## src/hdl/c2d_pkg.sv

```systemverilog
// ----------------------------------------------------------------------------
// c2d_pkg: shared types for the 2D convolution block
// Item, queue-slot and result types plus the mode and register codes.
// ----------------------------------------------------------------------------
package c2d_pkg;

   // input mode codes
   localparam logic [1:0] MODE_WEIGHT = 2'd0;
   localparam logic [1:0] MODE_BIAS   = 2'd1;
   localparam logic [1:0] MODE_PIXEL  = 2'd2;
   localparam logic [1:0] MODE_FLUSH  = 2'd3;

   // register indexes
   localparam logic [1:0] CSR_WIDTH  = 2'd0;
   localparam logic [1:0] CSR_HEIGHT = 2'd1;
   localparam logic [1:0] CSR_CIN    = 2'd2;
   localparam logic [1:0] CSR_COUT   = 2'd3;

   localparam int NSAMP = 4;   // sample fields carried per pixel

   typedef enum logic [1:0] {
      KIND_WEIGHT,
      KIND_BIAS,
      KIND_PIXEL,
      KIND_FLUSH
   } kind_type;

   typedef struct packed {
      kind_type                         kind;
      logic [3:0]                       oc;
      logic [1:0]                       ic;
      logic [1:0]                       tr;
      logic [1:0]                       tc;
      logic signed [15:0]               weight;
      logic signed [31:0]               bias;
      logic [NSAMP-1:0][15:0]           sample;
   } item_type;

   typedef struct packed {
      logic     valid;
      item_type item;
   } fq_type;

   typedef struct packed {
      logic [15:0]        row;
      logic [10:0]        col;
      logic [3:0]         ch;
      logic signed [47:0] value;
      logic               last;
   } rsp_type;

endpackage

```

## src/hdl/c2d_rspq.sv

```systemverilog
// ----------------------------------------------------------------------------
// c2d_rspq: result queue
// First-word-fall-through queue of finished results; reports its fill.
// ----------------------------------------------------------------------------
module c2d_rspq #(
   parameter int DEPTH = 32
) (
   input  logic                       clock,
   input  logic                       reset,
   input  logic                       push,
   input  c2d_pkg::rsp_type           wdata,
   input  logic                       pop,
   output c2d_pkg::rsp_type           rdata,
   output logic                       empty,
   output logic [$clog2(DEPTH+1)-1:0] count
);
   import c2d_pkg::*;

   localparam int AW = (DEPTH > 1) ? $clog2(DEPTH) : 1;
   localparam int CW = $clog2(DEPTH + 1);

   rsp_type         mem_ff [DEPTH];
   logic [AW-1:0]   wp_ff, wp_in;
   logic [AW-1:0]   rp_ff, rp_in;
   logic [CW-1:0]   cnt_ff, cnt_in;
   logic            do_pop;

   assign do_pop = pop && (cnt_ff != '0);

   always_comb begin
      wp_in  = (32'(wp_ff) == DEPTH - 1) ? '0 : wp_ff + 1'b1;
      rp_in  = (32'(rp_ff) == DEPTH - 1) ? '0 : rp_ff + 1'b1;
      cnt_in = cnt_ff + CW'(push) - CW'(do_pop);
   end

   always_ff @(posedge clock) begin
      if (reset) begin
         wp_ff  <= '0;
         rp_ff  <= '0;
         cnt_ff <= '0;
      end else begin
         if (push) begin
            wp_ff <= wp_in;
         end
         if (do_pop) begin
            rp_ff <= rp_in;
         end
         cnt_ff <= cnt_in;
      end
   end

   always_ff @(posedge clock) begin
      if (push) begin
         mem_ff[wp_ff] <= wdata;
      end
   end

   assign rdata = mem_ff[rp_ff];
   assign empty = cnt_ff == '0;
   assign count = cnt_ff;

endmodule

```

## config.mk

```make
export PLATFORM = sky130hd
export DESIGN_NAME = c2d_rspq
export DESIGN_NICKNAME = d
export VERILOG_FILES = /design/src/hdl/c2d_pkg.sv /design/src/hdl/c2d_rspq.sv
export SDC_FILE = /design/constraint.sdc
export NUM_CORES = 2
export LEC_CHECK = 0
export BUFFER_PORTS_ARGS = -buffer_cell sky130_fd_sc_hd__buf_2
export CAP_MARGIN = 20
export CORE_MARGIN = 5
export CORE_UTILIZATION = 33
export CTS_BUF_LIST = sky130_fd_sc_hd__clkbuf_8
export CTS_CLUSTER_DIAMETER = 60
export DETAILED_ROUTE_END_ITERATION = 6
export SLEW_MARGIN = 20
export SYNTH_ARGS = -nofsm -noshare
export SYNTH_HDL_FRONTEND = slang
export SYNTH_SLANG_ARGS = --single-unit
```

## constraint.sdc

```tcl
create_clock -name clock -period 16.11 [get_ports clock]
set_input_delay 2.4165 -clock clock [delete_from_list [all_inputs] [get_ports clock]]
set_output_delay 2.4165 -clock clock [all_outputs]
set_load 0.01 [all_outputs]
```

After elaboration in Yosys (flattened, before gate mapping) --
Memory sizes are Yosys's and may differ from the RTL's. A register that Yosys moved wholly into a read port is not among the register bits. Cells that the tools add are included.
Operators by class: reduce and logical (&&, ||, !) cells 3, mux-type cells 6, add/sub/neg operators 4, equality and inequality tests 2
Operator list (number):
- $mux 5 | 4
- $add 5x1->5 const B | 2
- $eq 5x5->1 const B | 2
- $add 6x1->6 | 1
- $logic_not 6->1 | 1
- $reduce_bool 6->1 | 1
- $sub 6x1->6 | 1
- $mux 1 | 2
- $logic_and 1x1->1 | 1
Storage, ports and cells: RAM bits 2560, input port bits 84, logic and storage cells 19, memories 1, output and inout bits 87, flip-flop bits (word level) 16
Memories:
- mem_ff | depth 32, width 80, rd ports 1, clocked after memory_dff 1, wr ports 1, RTL line c2d_rspq.sv:22 | rsp_type mem_ff [DEPTH];

Longest topological paths before layout --
depth in word-level cells 4, gate-level depth with buffers 15, gate-level depth less buffers 14

Worst setup path before layout --
OpenSTA, ideal clock, no wires.
path kind input to register, from input port push, to memory mem_ff[24][0] (netlist bit) (enable), data arrival time 8.394 ns, required time 15.494 ns, path buffers 1, setup slack 7.100 ns, cell stages on the path 3, library setup time 0.616 ns, cell sequence clkbuf_1 > nand2_1 > nor3_1
On the way: longest elaborated chain between the ends 2
Ends and longest elaborated chain:
- start, declared | RTL line c2d_rspq.sv:10 | input logic push,
- $mux 1 | RTL line c2d_rspq.sv:53 | if (push) begin
- $mux 1 (not written as such) | RTL line c2d_rspq.sv:54 | mem_ff[wp_ff] <= wdata;
- end, declared | RTL line c2d_rspq.sv:22
Every way passes these cells.

==> out/metrics.csv <==
stage;metric;value;unit
die;Die X;554;µm
finish;Final nets;4875;
clock_tree;TritonCTS clock tree;built;
timing;fin crit period;8720;ps
clock_tree;clk buf depth;4;
worst_setup_path;worst r2r src;wp_ff[2]$_SDFFE_PP0P_;
worst_setup_path;Setup crit end kind;output port;
routing;drt first-iter violations;4986;
worst_setup_path;CP Launch Type;register;
worst_setup_path;CP peak stage delay;940;ps
pwr;power per cell area;124;nW/µm²
yosys;Cell variety after synth;58;
worst_setup_path;worst path required time;13690;ps
hold_path;start point of the worst hold path;rp_ff[3]$_SDFFE_PP0N_;
routing;routed via count;47900;
clock_tree;Sink Count;2581;
yosys;Ys Warns;0;
worst_setup_path;worst-path cell chain;buf_12 -> buf_4 -> buf_4 -> mux4_2 -> o21ai_0 -> nand4_1 -> buf_2;
yosys;Cells after Synth;4303;
yosys;Avg Inst Size Synth;22.7;µm²
yosys;Syn Std Cell Area;97800;µm²
yosys;register area share after synthesis;79.0;%
routing;DR WL/cell;28.8;µm
clock_tree;TritonCTS Buffers;422;
global_routing;antenna violations before repair;45;
timing;Clock Skew;170;ps
routing;remaining antenna violation count;0;
worst_setup_path;slowest CP cell;buf_4;
yosys;cell taking the most area after synthesis;edfxtp_1;
yosys;fraction of registers with async set/reset;0;%
worst_setup_path;arrival time worst endpoint;6310;ps
routing;DRC;0;
die;die area;307000;µm²
timing;RSZ-0062 raised after global routing;false;
die;starting density of the core;33.2;%
pwr;VDD IR max;88.5;µV
routing;First-pass DRT Iterations;6;
die;boundary pin count;171;
timing;fmax;115;MHz
timing;slew of the pin with the lowest slew margin;1220;ps
yosys;Syn Nets;4403;
die;# rows;199;
timing;Min Hold Slack;516;ps
timing;final setup fails;0;
placed_design;Placer Congestion;0.721;
yosys;synth top area cells;edfxtp_1 79%, mux4_2 11%, mux2i_1 2.8%, a22oi_1 1.0%, a221oi_1 0.88%;
clock_tree;Post-CTS Hold Buffers;0;
timing;fin crit share;54.1;%
global_routing;GRT Total Usage;16.5;%
timing;Setup TNS Final;0;ps
clock_tree;Reg clk slew, reported paths;60;ps
global_routing;vias in the first global route;49700;
placed_design;Final HPWL DP;132000;µm
timing;Max-slew headroom;18.2;%
die;Die Y;554;µm
finish;synth-to-layout area growth;13.1;%
flow_run;max_cap viols;0;
yosys;Yosys reg bits;2581;
yosys;Synth Flop Type;edfxtp_1;
clock_tree;Worst-Skew Late Latency;1150;ps
yosys;most common cell in the netlist;edfxtp_1;
global_routing;largest net degree at the start of global routing;139;
routing;DRT Wirelength;259000;µm
clock_tree;Post-CTS Setup Inserts;0;
worst_setup_path;Max FO, Critical Path;138;
timing;final hold violation count;0;
outcome;status;finished clean;
clock_tree;post-cts sizing count;0;
clock_tree;htree depth;5;
yosys;Post-synth EDFFs;2560;
yosys;most common library cells after synthesis;2560 x edfxtp_1, 495 x mux4_2, 274 x mux2i_1, 131 x a22oi_1, 104 x o21ai_0;
clock_tree;Root Buffer;clkbuf_8;
finish;layout cell share with drive strength beyond 1;26.2;%
timing;Slew Viols, Final;0;
die;Core ar.;295000;µm²
routing;Via density;5.32;
pwr;leakage;33.3;nW
global_routing;first-pass GRT wire length;368000;µm
hold_path;Hold Crit Class;register to register;
placed_design;Port Buffer Count;170;
yosys;post-synth top area share;78.6;%
worst_setup_path;critical path type;register to output port;
global_routing;gr ovfl total;0;
worst_setup_path;crit-path most repeated cell;buf_4;
[cell usage in the layout, fill, tap and decap left out, types with 104 or more instances in the layout]
| cell | netlist | final |
|---|---|---|
| o21ai_0 | 104 | 104 |
| clkinv_1 | 0 | 110 |
| buf_4 | 38 | 113 |
| a22oi_1 | 131 | 131 |
| clkbuf_8 | 0 | 428 |
| buf_2 | 78 | 170 |
| inv_1 | 16 | 156 |
| mux2i_1 | 274 | 274 |
| edfxtp_1 | 2560 | 2560 |
| mux4_2 | 495 | 495 |
[kinds of logic (layout without fill, tap and decap cells)]
kind of cell / Yosys count / after routing / synth area share (%)
other: 0 / 13 / 0
XOR/XNOR: 2 / 2 / 0.0179
multiplexers: 788 / 788 / 14.7
adder cells (fa/ha/maj): 16 / 16 / 0.212
AND/OR/NAND/NOR: 207 / 207 / 1.16
buffers and inverters: 258 / 1033 / 1.61
AO/OA/AOI/OAI: 451 / 451 / 3.30
flip-flops: 2581 / 2581 / 79.0
[power breakdown]
| part | switching [mW] | internal (mW) | leakage, nW |
|---|---|---|---|
| Sequential | 0.0339 | 7.43 | 23.2 |
| Combinational | 0.774 | 0.513 | 5.81 |
| Clock | 2.48 | 2.49 | 4.20 |
| Total | 3.29 | 10.4 | 33.3 |
[worst max-delay path, delay by kind of cell, from the launching register on]
family	cells	cell delay, ps
AOI/OAI and AO/OA	1	220
DFF	1	790
muxes	1	620
buffers and inverters	4	2850
and+or+nand+nor	1	440
[state kept, by name (all words and copies together), names as in the netlist, named ones only]
register  count
count         6
wp_ff         5
mem_ff     2560
rp_ff         5
[final cells by class]
cell class / count / area (µm²)
sequential: 2581 / 77300
clock inverter: 299 / 1310
multi-input combinational: 1464 / 19200
fill: 26500 / 184000
tap: 3919 / 4900
inverter: 16 / 65.1
antenna: 13 / 32.5
timing repair buffer: 290 / 1830
clock buffer: 428 / 5890
[routing by layer]
metal / up-vias / wire length, µm / GRT usage (%)
met3: 428 / 19400 / 3.36
li1: 19500 / - / -
met1: 26000 / 107000 / 22.5
met5: - / 94 / 0
met2: 1986 / 127000 / 27.0
met4: 16 / 5650 / 4.37
[path summary, 6_finish.rpt]
path / to / slack [ps] / cells past startpoint
max reg2reg: mem_ff[15][53]$_DFFE_PP_ / 11840 / 4
min: register / 520 / 2
min reg2reg: register / 520 / 2
max: rdata[6] / 7390 / 7
[metrics by stage]
stage / util (%) / cells / worst slack [ps] / instance area [µm²] / total power [mW]
detailed placement: 35.1 / 8270 / 8380 / 103000 / 8.93
floorplan: - / 4303 / 7100 / 97800 / 8.44
global placement: 35.1 / 8269 / 8400 / 103000 / 8.91
global route: 37.5 / 8999 / 7110 / 111000 / 14.3
finish: 37.5 / 9010 / 7390 / 111000 / 13.7
CTS: 37.5 / 8997 / 7260 / 111000 / 13.9
No activity file was read; power rests on OpenSTA's default activity.
