**src/hdl/c2d_pkg.sv**
```systemverilog
// ----------------------------------------------------------------------------
// c2d_pkg: shared types for the 2D convolution block
// Item, queue-slot and result types plus the mode and register codes.
// ----------------------------------------------------------------------------
package c2d_pkg;

   // input mode codes
   localparam logic [1:0] MODE_WEIGHT = 2'd0;
   localparam logic [1:0] MODE_BIAS   = 2'd1;
   localparam logic [1:0] MODE_PIXEL  = 2'd2;
   localparam logic [1:0] MODE_FLUSH  = 2'd3;

   // register indexes
   localparam logic [1:0] CSR_WIDTH  = 2'd0;
   localparam logic [1:0] CSR_HEIGHT = 2'd1;
   localparam logic [1:0] CSR_CIN    = 2'd2;
   localparam logic [1:0] CSR_COUT   = 2'd3;

   localparam int NSAMP = 4;   // sample fields carried per pixel

   typedef enum logic [1:0] {
      KIND_WEIGHT,
      KIND_BIAS,
      KIND_PIXEL,
      KIND_FLUSH
   } kind_type;

   typedef struct packed {
      kind_type                         kind;
      logic [3:0]                       oc;
      logic [1:0]                       ic;
      logic [1:0]                       tr;
      logic [1:0]                       tc;
      logic signed [15:0]               weight;
      logic signed [31:0]               bias;
      logic [NSAMP-1:0][15:0]           sample;
   } item_type;

   typedef struct packed {
      logic     valid;
      item_type item;
   } fq_type;

   typedef struct packed {
      logic [15:0]        row;
      logic [10:0]        col;
      logic [3:0]         ch;
      logic signed [47:0] value;
      logic               last;
   } rsp_type;

endpackage

```
**src/hdl/c2d_front.sv**
```systemverilog
// ----------------------------------------------------------------------------
// c2d_front: input side of the convolution block
// Takes request beats, drops loads that fall outside the tables, tags the
// rest by kind and holds them in a two-entry queue for the back end.
// ----------------------------------------------------------------------------
module c2d_front #(
   parameter int MAX_CIN  = 4,
   parameter int MAX_COUT = 16,
   parameter int KSIZE    = 3
) (
   input  logic               clock,
   input  logic               reset,
   input  logic               req_push,
   output logic               req_full,
   input  logic               hold,
   input  logic [1:0]         mode,
   input  logic [3:0]         oc,
   input  logic [1:0]         ic,
   input  logic [1:0]         tr,
   input  logic [1:0]         tc,
   input  logic signed [15:0] weight,
   input  logic signed [31:0] bias,
   input  logic signed [15:0] s0,
   input  logic signed [15:0] s1,
   input  logic signed [15:0] s2,
   input  logic signed [15:0] s3,
   input  logic               take,
   output c2d_pkg::fq_type    fq
);
   import c2d_pkg::*;

   item_type   q_ff [2];
   logic       wp_ff, wp_in;
   logic       rp_ff, rp_in;
   logic [1:0] cnt_ff, cnt_in;
   item_type   item;
   logic       keep, store, pop;

   always_comb begin
      item.oc        = oc;
      item.ic        = ic;
      item.tr        = tr;
      item.tc        = tc;
      item.weight    = weight;
      item.bias      = bias;
      item.sample[0] = s0;
      item.sample[1] = s1;
      item.sample[2] = s2;
      item.sample[3] = s3;
      unique case (mode)
         MODE_WEIGHT: begin
            item.kind = KIND_WEIGHT;
            keep = (32'(oc) < MAX_COUT) && (32'(ic) < MAX_CIN) &&
                   (32'(tr) < KSIZE) && (32'(tc) < KSIZE);
         end
         MODE_BIAS: begin
            item.kind = KIND_BIAS;
            keep = 32'(oc) < MAX_COUT;
         end
         MODE_PIXEL: begin
            item.kind = KIND_PIXEL;
            keep = 1'b1;
         end
         default: begin
            item.kind = KIND_FLUSH;
            keep = 1'b1;
         end
      endcase
   end

   assign req_full = (cnt_ff == 2'd2) || hold;
   assign store    = req_push && !req_full && keep;
   assign pop      = take && (cnt_ff != 2'd0);

   always_comb begin
      wp_in  = store ? ~wp_ff : wp_ff;
      rp_in  = pop ? ~rp_ff : rp_ff;
      cnt_in = cnt_ff + {1'b0, store} - {1'b0, pop};
   end

   always_ff @(posedge clock) begin
      if (reset) begin
         wp_ff  <= 1'b0;
         rp_ff  <= 1'b0;
         cnt_ff <= 2'd0;
      end else begin
         wp_ff  <= wp_in;
         rp_ff  <= rp_in;
         cnt_ff <= cnt_in;
      end
   end

   always_ff @(posedge clock) begin
      if (store) begin
         q_ff[wp_ff] <= item;
      end
   end

   assign fq.valid = cnt_ff != 2'd0;
   assign fq.item  = q_ff[rp_ff];

endmodule

```
**config.mk**
```make
export PLATFORM = sky130hd
export DESIGN_NAME = c2d_front
export DESIGN_NICKNAME = d
export VERILOG_FILES = /design/src/hdl/c2d_pkg.sv /design/src/hdl/c2d_front.sv
export SDC_FILE = /design/constraint.sdc
export NUM_CORES = 1
export LEC_CHECK = 0
export ABC_AREA = 1
export BUFFER_PORTS_ARGS = -buffer_cell sky130_fd_sc_hd__buf_4
export CORE_MARGIN = 1.5
export CORE_UTILIZATION = 52
export CTS_BUF_LIST = sky130_fd_sc_hd__clkbuf_16
export CTS_CLUSTER_SIZE = 10
export DETAILED_ROUTE_END_ITERATION = 10
export PLACE_DENSITY = 0.81
export SLEW_MARGIN = 20
export SYNTH_ARGS = -nofsm -noshare
export SYNTH_HDL_FRONTEND = slang
export SYNTH_SLANG_ARGS = --single-unit
```
**constraint.sdc**
```tcl
create_clock -name clock -period 7.5 [get_ports clock]
set_clock_uncertainty 0.1 [all_clocks]
set_input_delay 0.375 -clock clock [delete_from_list [all_inputs] [get_ports clock]]
set_output_delay 0.375 -clock clock [all_outputs]
set_load 0.03 [all_outputs]
```
# After elaboration in Yosys (flattened, before gate mapping)
# Memories as Yosys holds them, arrays and structs flattened. A register that Yosys moved wholly into a read port is not among the register bits.
# Cells that the tools add are included.
# classes
n_addsub,2
n_lt_le_gt_ge,2
n_eq_ne,3
muxes,6
bitwise,2
n_reduce_logical,8
# op_table
cell,count
$pmux W2 S3,1
$mux W1,5
$eq A2 B2 Y1 const B,2
$logic_and A1 B1 Y1,4
$lt A2 B2 Y1 const B,2
$add A2 B1 Y2,1
$eq A2 B1 Y1 const B,1
$logic_not A2 Y1,1
$not A1 Y1,2
$reduce_bool A2 Y1,1
$sub A2 B1 Y2,1
$logic_not A1 Y1,1
$logic_or A1 B1 Y1,1
# word_totals
regBits,4
ramBits,248
in_bits,129
out_inout_bits,126
elab_cells,27
mem_count,1
# memory_table
memory,depth,width,read_ports,rd_ports_with_merged_regs,write_ports,line,rtl
q_ff,2,124,1,1,1,c2d_front.sv:32,item_type q_ff [2];

# Longest topological paths before layout
# Gate-level depths: netlist of run 1.
# logic_depth
ltp_word,7
ltp_mapped,11
ltp_nobuf,11

# Worst setup path before layout of run 1
# OpenSTA, ideal clock, no wires.
# synth_timing
path_kind,flip-flop to flip-flop
startpoint,reg cnt_ff[0]
endpoint,"mem q_ff[0][0] (netlist bit), enable pin"
setup_time_ns,0.608
t_arrival_ns,6.086
required_ns,6.792
path_slack_ns,0.706
path_stages_with_launch,7
path_buffers,0
synth_period_minus_slack_ns,6.794
cell_sequence,dfxtp_1 inv_1 nand2_1 nand2_1 nor2_1 nand2_1 nor2_1
# synth_between
elab_chain_cells,7
# synth_rtl
element,line,rtl
from (decl),c2d_front.sv:35,"logic [1:0] cnt_ff, cnt_in;"
from (signal assigned),c2d_front.sv:89,cnt_ff <= cnt_in;
$eq A2 B2 Y1,c2d_front.sv:71,assign req_full = (cnt_ff == 2'd2) || hold;
$logic_or A1 B1 Y1,c2d_front.sv:71,
named net req_full,c2d_front.sv:14,"output logic req_full,"
$logic_not A1 Y1,c2d_front.sv:72,assign store = req_push && !req_full && keep;
$logic_and A1 B1 Y1 (2 in a row),c2d_front.sv:72,
$mux W1,c2d_front.sv:94,if (store) begin
$mux W1 (not written as such),c2d_front.sv:95,q_ff[wp_ff] <= item;
to (decl),c2d_front.sv:32,
# The timed path passes the listed nets, and every way through them passes these cells.

==> results.sh, run 1 <==
export IMPL_drc_errors=0
export IMPL_area_growth_pct=43.9
export IMPL_clk_pin_slew_ps=60
export IMPL_slowest_stage="dfxtp_4"
export IMPL_p_leak_nw=5.26
export IMPL_cts_resized=0
export IMPL_utilization_pct=76.0
export IMPL_syn_instance_count=426
export IMPL_wire_per_inst_microns=19.8
export IMPL_clkSinkCount=253
export IMPL_first_pass_iters=4
export IMPL_tightestPinTransition_ps=942
export IMPL_path_class="register to output pin"
export IMPL_setup_viol=0
export IMPL_crit_family="buffers and inverters"
export IMPL_p_per_area_nw_per_um2=297
export IMPL_synth_yosys_seq_area_share_pct=79.8
export IMPL_synth_top_family_by_area="multiplexers"
export IMPL_yosys_warnings=0
export IMPL_cpMostUsedCell="buf_4"
export IMPL_run_status="finished, final reports clean"
export IMPL_worstPathArrival_ps=3280
export IMPL_grt_first_pass_wirelength_microns=30600
export IMPL_grt_use_total_pct=21.3
export IMPL_cp_num_buf_inv=3
export IMPL_hold_viol=0
export IMPL_synthAdderAreaFrac_pct=0.265
export IMPL_layout_min_cycle_time_ps=3750
export IMPL_vdd_drop_max_v=0.000254
export IMPL_crit_chain="buf_4 -> buf_4 -> mux2_2 -> buf_4"
export IMPL_layout_commonest_cell="buf_4"
export IMPL_core_sq_um=17900
export IMPL_synth_compound_area_share_pct=0.397
export IMPL_root_buffer="clkbuf_16"
export IMPL_fp_dieArea_sq_um=19000
export IMPL_cp_end_kind="output pin"
export IMPL_cts_setup_buffers=0
export IMPL_fin_setup_tns_ps=0
export IMPL_drv_cap=0
export IMPL_hold_path_class="primary input to register"
export IMPL_clkLatencyLatePin_ps=520
export IMPL_grt_max_degree=70
export IMPL_start_util_pct=52.8
export IMPL_grt_pass1_vias=5773
export IMPL_io_pins=255
export IMPL_synthSimpleGateAreaFrac_pct=0.609
export IMPL_cts_hold_fix_buffers=125
export IMPL_cp_max_fo=46
export IMPL_synthXorXnorAreaFrac_pct=0.0926
export IMPL_num_vias=5331
export IMPL_die_x_microns=138
export IMPL_critPathRequiredTime_ps=7030
export IMPL_maxSlewViolCount=0
export IMPL_p_total_mw=4.04
export IMPL_cts_tree="yes"
export IMPL_htree_levels=1
export IMPL_synth_area_mux_share_pct=17.1
export IMPL_syn_area_sq_um=9460
export IMPL_synth_cell_types=16
export IMPL_cts_buffers=29
export IMPL_cp_start_kind="register"
export IMPL_maxSlewHeadroom_pct=37.2
export IMPL_antenna_found_initial=1
export IMPL_fill_cells=981
export IMPL_critPathMaxStageDelay_ps=700
export IMPL_fin_crit_sh_pct=50.0
export IMPL_overflow=0
export IMPL_layout_drive_gt1_share_pct=49.8
export IMPL_syn_area_per_cell_sq_um=22.2
export IMPL_clockBufferDepth=3
export IMPL_hpwl_microns=12000
export IMPL_vias_per_cell=5.00
export IMPL_mostFrequentLayoutCells="259 x buf_4, 248 x edfxtp_1, 125 x dlygate4sd3_1"
export IMPL_rsz0062_at_grt="false"
export IMPL_place_congestion=0.742
export IMPL_nets=956
export IMPL_whs_ps=152
export IMPL_timing_fmax_mhz=267
export IMPL_io_buffer_count=254
export IMPL_antenna_left=0
export IMPL_ys_ff_latch=253
export IMPL_drt_iter0_drc=195
export IMPL_num_rows=49
export IMPL_wl_microns=21100
export IMPL_syn_nets=557
export IMPL_die_h_microns=138
[Yosys cell counts (all sizes together)]
library cell / count / area [sq um]
dfxtp: 5 / 100
edfxtp: 248 / 7450
ha: 2 / 25.0
o21ai: 2 / 10.0
nand3: 1 / 5.00
nand2: 9 / 33.8
clkbuf: 2 / 7.51
xnor2: 1 / 8.76
mux2: 124 / 1620
buf: 14 / 120
a21oi: 4 / 20.0
inv: 8 / 30.0
o21a: 1 / 7.51
nor2: 5 / 18.8
[registers in the layout, indices dropped and copies added (netlist names), named ones only]
register / count
cnt_ff: 2
q_ff: 248
rp_ff: 1
wp_ff: 1
[stage by stage]
step / setup WS, ps / instances / cell area [sq um]
finish: 3750 / 1066 / 13600
global route: 3620 / 1065 / 13600
CTS: 3710 / 1064 / 13600
detailed placement: 4270 / 898 / 11600
global placement: 4340 / 898 / 11600
floorplan: 706 / 426 / 9460
[report_power, final]
| group | total (mW) | internal, mW | switching [mW] |
|---|---|---|---|
| clock | 1.17 | 0.682 | 0.493 |
| combinational | 1.14 | 0.512 | 0.628 |
| sequential | 1.72 | 1.67 | 0.0539 |
[worst register-to-register path: stages (launching register included)]
cell and delay [ps]:
dfxtp_1 360, inv_1 80, nand2_1 80, nand2_1 70, nor2_1 180, nand3_1 170
inv_4 560, buf_4 870
[path summary, 6_finish.rpt]
| path | to | from | depth (start not counted) | slack [ps] |
|---|---|---|---|---|
| setup / recovery | fq[21] | register | 4 | 3750 |
| hold / removal | register | take | 3 | 150 |
| setup reg to reg | q_ff[1][42] | cnt_ff[0] | 7 | 4610 |
| hold reg to reg | register | rp_ff | 1 | 380 |
[metal layers]
layer	share of wire [%]	track usage, %	wire length, microns
met1	38	24.7	7940
met2	53	38.6	11200
met3	7.1	5.37	1490
met4	2.2	6.71	461
met5	0	0	0
[cells by family after synthesis]
kind of cell	count (synthesis)
AO/OA/AOI/OAI	7
XOR/XNOR	1
adder cells (fa/ha/maj)	2
buffers and inverters	24
flip-flops	253
multiplexers	124
AND/OR/NAND/NOR	15
[cell type report]
class                   instances  area (sq um)  area share [%]
well taps                     229           287            2.11
flip-flops and latches        253          7550            55.5
clock inverters                12          50.0           0.368
diodes                          2          5.00          0.0368
clock buffers                  29           726            5.33
repair buffers                384          3200            23.5
inverters                       8          32.5           0.239
multi-input cells             149          1760            12.9
(Power assumes the default switching activity.)
==> run 2, diff against run 1 <==
clock period = 3.5 ns   (was 7.5 ns; I/O delays follow)
==> run 2 against run 1 <==
Routed wire length is 0.91% lower. Sequential power rose by 110%. Utilization grew 0.59 points. Global-route usage up 0.11 points.
==> results.sh, run 2 (synthesis results as in run 1) <==
export IMPL_run_status="finished, final reports clean"
export IMPL_start_util_pct=52.8
export IMPL_overflow=0
export IMPL_num_vias=5408
export IMPL_die_h_microns=138
export IMPL_timing_fmax_mhz=380
export IMPL_reg_top3="q_ff x248, cnt_ff x2"
export IMPL_path_class="register to output pin"
export IMPL_worstSetupEndpoint="fq[51]"
export IMPL_drc_errors=0
export IMPL_vias_per_cell=5.04
export IMPL_p_int_mw=6.16
export IMPL_reg2reg_to="q_ff[0][31]"
export IMPL_crit_chain="buf_4 -> mux2_2 -> buf_4"
export IMPL_area_growth_pct=45.0
export IMPL_p_per_area_nw_per_um2=633
export IMPL_clk_pin_slew_ps=60
export IMPL_p_clk_share_pct=29.2
export IMPL_whs_ps=115
export IMPL_power_switching_mw=2.52
export IMPL_io_buffer_count=254
export IMPL_root_buffer="clkbuf_16"
export IMPL_clkSinkCount=253
export IMPL_largest_register="q_ff"
export IMPL_grt_max_degree=73
export IMPL_clkLatencyLatePin_ps=530
export IMPL_seqCellArea_sq_um=7550
export IMPL_cts_hold_fix_buffers=128
export IMPL_grt_first_pass_wirelength_microns=30400
export IMPL_die_x_microns=138
export IMPL_layout_drive_gt1_share_pct=49.6
export IMPL_fp_dieArea_sq_um=19000
export IMPL_maxSlewHeadroom_pct=52.9
export IMPL_grt_pass1_vias=5810
export IMPL_nets=960
export IMPL_reg2reg_depth=7
export IMPL_dpl_worst_slack_ps=1430
export IMPL_wire_per_inst_microns=19.5
export IMPL_rsz0062_at_grt="false"
export IMPL_cp_max_fo=39
export IMPL_cp_start_kind="register"
export IMPL_largest_reg_flops=248
export IMPL_pwr_share_comb_pct=28.4
export IMPL_clockBufferDepth=3
export IMPL_cpMostUsedCell="buf_4"
export IMPL_antenna_left=0
export IMPL_fill_cells=945
export IMPL_drv_cap=0
export IMPL_layout_commonest_cell="buf_4"
export IMPL_cts_buffers=29
export IMPL_io_pins=255
export IMPL_cts_resized=0
export IMPL_vdd_drop_max_v=0.000519
export IMPL_tightestPinTransition_ps=707
export IMPL_hold_path_class="primary input to register"
export IMPL_cp_end_kind="output pin"
export IMPL_wl_microns=20900
export IMPL_maxSlewViolCount=0
export IMPL_layout_min_cycle_time_ps=2630
export IMPL_setup_slack_ps=866
export IMPL_num_rows=49
export IMPL_p_sw_share_pct=29.0
export IMPL_drt_iter0_drc=314
export IMPL_first_pass_iters=4
export IMPL_hpwl_microns=12000
export IMPL_multiInputGateArea_sq_um=1760
export IMPL_slowest_stage="dfxtp_4"
export IMPL_mostFrequentLayoutCells="256 x buf_4, 248 x edfxtp_1, 128 x dlygate4sd3_1"
export IMPL_grt_use_total_pct=21.4
export IMPL_core_sq_um=17900
export IMPL_utilization_pct=76.6
export IMPL_worst_r2r_setup_slack_ps=1470
export IMPL_p_leak_nw=5.30
export IMPL_fin_setup_tns_ps=0
export IMPL_critPathMaxStageDelay_ps=690
export IMPL_htree_levels=1
export IMPL_place_congestion=0.736
export IMPL_antenna_found_initial=0
export IMPL_cts_setup_buffers=0
export IMPL_worstPathArrival_ps=2360
export IMPL_setup_viol=0
export IMPL_r2r_start="cnt_ff[0]"
export IMPL_hold_viol=0
export IMPL_seq_power_share_pct=42.5
export IMPL_cts_tree="yes"
export IMPL_critPathRequiredTime_ps=3220
export IMPL_fin_crit_sh_pct=75.3
==> run 2: layout make-up <==
type / instances / share of cell area (%)
Antenna cell: 1 / 0.0183
Clock buffer: 29 / 5.29
Clock inverter: 16 / 0.502
Inverter: 8 / 0.246
Multi-Input combinational cell: 149 / 12.8
Sequential cell: 253 / 55.1
Tap cell: 229 / 2.09
Timing Repair Buffer: 388 / 23.9
==> run 2: how the worst min path moves through the flow <==
stage	endpoint	cells past startpoint	slack, ps	start
3_5_place_dp	cnt_ff[0]	2	250	reset
4_1_cts	wp_ff	7	100	hold
2_1_floorplan	cnt_ff[0]	1	150	reset
3_3_place_gp	cnt_ff[0]	2	240	reset
5_1_grt	wp_ff	7	190	hold
6_report	wp_ff	7	120	hold
==> run 2: layer usage <==
metal | track usage (%) | wire (microns) | vias up
met5 | 0 | 0 | -
met4 | 7.23 | 527 | 0
met3 | 5.19 | 1690 | 39
met2 | 37.5 | 10700 | 255
met1 | 26.0 | 7980 | 2648
li1 | - | - | 2466
==> run 2: metrics by stage <==
| step | instance area (sq um) | std cells | power, mW |
|---|---|---|---|
| finish | 13700 | 1073 | 8.68 |
| global placement | 11600 | 899 | 6.01 |
| detailed placement | 11600 | 899 | 6.07 |
| CTS | 13700 | 1072 | 8.72 |
| floorplan | 9470 | 426 | 5.30 |
| global route | 13700 | 1072 | 9.00 |
==> run 2: critical path: cells and delay by family, from the launching register on <==
family,cells,cell delay (ps)
flip-flops,1,690
buffers and inverters,2,710
multiplexers,1,420
==> run 2: power groups by stage <==
| stage | Clock [mW] | Sequential, mW | Combinational [mW] |
|---|---|---|---|
| 2_1_floorplan | 0 | 3.68 | 1.61 |
| 3_3_place_gp | 0 | 3.73 | 2.29 |
| 3_5_place_dp | 0 | 3.74 | 2.33 |
| 4_1_cts | 2.57 | 3.68 | 2.46 |
| 5_1_grt | 2.71 | 3.70 | 2.59 |
| 6_report | 2.53 | 3.69 | 2.46 |
==> run 3, diff against run 2 <==
CORE_UTILIZATION = 47   (was 52)
PLACE_DENSITY = 0.77   (was 0.81)
clock period = 2.37 ns   (was 3.5 ns; I/O delays follow)
==> run 3 against run 2 <==
Worst hold slack got worse by 30 ps. First-iteration DRC count fell by 51%. Die area rose by 10%. Routed wire length fell by 4.0%. Critical endpoint is now fq[3]. Largest cell class unchanged.
==> results.sh, run 3 (synthesis results as in run 1) <==
export IMPL_cp_max_fo=60
export IMPL_cp_start_kind="register"
export IMPL_vias_per_cell=4.85
export IMPL_maxSlewHeadroom_pct=70.2
export IMPL_wire_per_inst_microns=18.1
export IMPL_p_clk_share_pct=28.9
export IMPL_critPathRequiredTime_ps=2150
export IMPL_cp_end_kind="output pin"
export IMPL_maxSlewViolCount=0
export IMPL_tightestPinTransition_ps=447
export IMPL_slowest_stage="mux2_2"
export IMPL_num_vias=5374
export IMPL_p_int_mw=9.12
export IMPL_cp_num_buf_inv=2
export IMPL_hold_path_depth=7
export IMPL_hold_path_class="primary input to register"
export IMPL_largest_reg_flops=248
export IMPL_p_leak_nw=5.33
export IMPL_hpwl_microns=12100
export IMPL_cts_tree="yes"
export IMPL_cts_setup_buffers=0
export IMPL_crit_chain="buf_12 -> mux2_2 -> buf_4"
export IMPL_p_sw_share_pct=28.8
export IMPL_place_congestion=0.751
export IMPL_mostFrequentLayoutCells="255 x buf_4, 248 x edfxtp_1, 128 x dlygate4sd3_1"
export IMPL_wl_microns=20100
export IMPL_reg_top3="q_ff x248, cnt_ff x2"
export IMPL_fin_setup_tns_ps=0
export IMPL_drv_cap=0
export IMPL_clkSinkCount=253
export IMPL_worstPathArrival_ps=1860
export IMPL_setup_viol=0
export IMPL_seq_power_share_pct=42.0
export IMPL_num_rows=51
export IMPL_diodes=0
export IMPL_io_buffer_count=254
export IMPL_pwr_share_comb_pct=29.1
export IMPL_grt_use_total_pct=18.6
export IMPL_grt_first_pass_wirelength_microns=29700
export IMPL_area_growth_pct=46.1
export IMPL_htree_levels=1
export IMPL_utilization_pct=70.5
export IMPL_antenna_found_initial=0
export IMPL_layout_min_cycle_time_ps=2080
export IMPL_drt_iter0_drc=155
export IMPL_io_pins=255
export IMPL_largest_register="q_ff"
export IMPL_placedInstanceArea_sq_um=11800
export IMPL_fp_dieArea_sq_um=21000
export IMPL_start_util_pct=48.3
export IMPL_clkLatencyLatePin_ps=510
export IMPL_p_per_area_nw_per_um2=927
export IMPL_run_status="finished, final reports clean"
export IMPL_layout_commonest_cell="buf_4"
export IMPL_critPathMaxStageDelay_ps=390
export IMPL_grt_pass1_vias=5886
export IMPL_hold_viol=0
export IMPL_rsz0062_at_grt="false"
export IMPL_vdd_drop_max_v=0.000711
export IMPL_reg2reg_depth=7
export IMPL_nets=962
export IMPL_die_h_microns=145
export IMPL_root_buffer="clkbuf_16"
export IMPL_timing_fmax_mhz=481
export IMPL_path_depth=3
export IMPL_grt_max_degree=65
export IMPL_fin_crit_sh_pct=87.7
export IMPL_antenna_left=0
export IMPL_cts_buffers=29
export IMPL_drc_errors=0
export IMPL_first_pass_iters=4
export IMPL_die_x_microns=145
export IMPL_worst_r2r_setup_slack_ps=440
export IMPL_core_sq_um=19600
export IMPL_layout_drive_gt1_share_pct=50.4
export IMPL_path_class="register to output pin"
export IMPL_clockBufferDepth=3
export IMPL_crit_family="buffers and inverters"
export IMPL_power_switching_mw=3.68
export IMPL_final_area_sq_um=13800
export IMPL_fill_cells=1171
export IMPL_overflow=0
export IMPL_clk_pin_slew_ps=50
==> run 3: cell count changes in the layout (fill, tap and decap cells not counted), sizes merged <==
cell,before,now
buf,260,262
diode,1,0
clkinvlp,2,1
==> run 3: final timing paths <==
path,from,end
max,register,fq[3]
min,hold,wp_ff
max reg2reg,cnt_ff[0],q_ff[1][10]
min reg2reg,rp_ff,register
==> run 3: power by group through the flow <==
stage                     Combinational (mW)  Clock (mW)  Sequential [mW]
after floorplan                         2.40           0             5.44
after global placement                  3.51           0             5.44
after detailed placement                3.55           0             5.46
after CTS                               3.74        3.77             5.37
after global routing                    3.92        3.95             5.39
final                                   3.73        3.70             5.37
==> run 3: layout make-up <==
cell class	instances	area (sq um)	share of cell area (%)
Multi-Input combinational cell	149	1780	12.9
Clock inverter	15	57.6	0.417
Clock buffer	29	726	5.25
Tap cell	265	332	2.40
Inverter	8	33.8	0.245
Sequential cell	253	7550	54.7
Timing Repair Buffer	390	3340	24.1
==> run 3: what timing repair did <==
action                    in CTS  in global routing
resized for setup              0                  0
hold buffers                 128                  0
hold endpoints to repair     253                  0
==> run 3: tightest hold or removal path, cell delays in order <==
cell,delay (ps)
buf_4,80
inv_1,50
nand2_4,70
nor2_4,40
nand3_1,130
nand2_1,70
nor2_1,80
==> run 3: through the flow <==
stage          cells  power [mW]  worst slack (ps)  hold WS, ps
4_1_cts         1109        12.9               270         63.0
3_5_place_dp     937        9.01               452          188
6_report        1109        12.8               292         84.9
2_1_floorplan    426        7.84              -731         82.3
5_1_grt         1109        13.3               215          113
3_3_place_gp     937        8.95               512          186
==> run 3: routing by layer <==
metal,routed length (microns),global-route usage (%),up-vias
met5,0,0,-
met4,612,6.49,0
met3,1570,5.40,44
met2,10500,33.8,233
met1,7450,20.7,2620
li1,-,-,2477
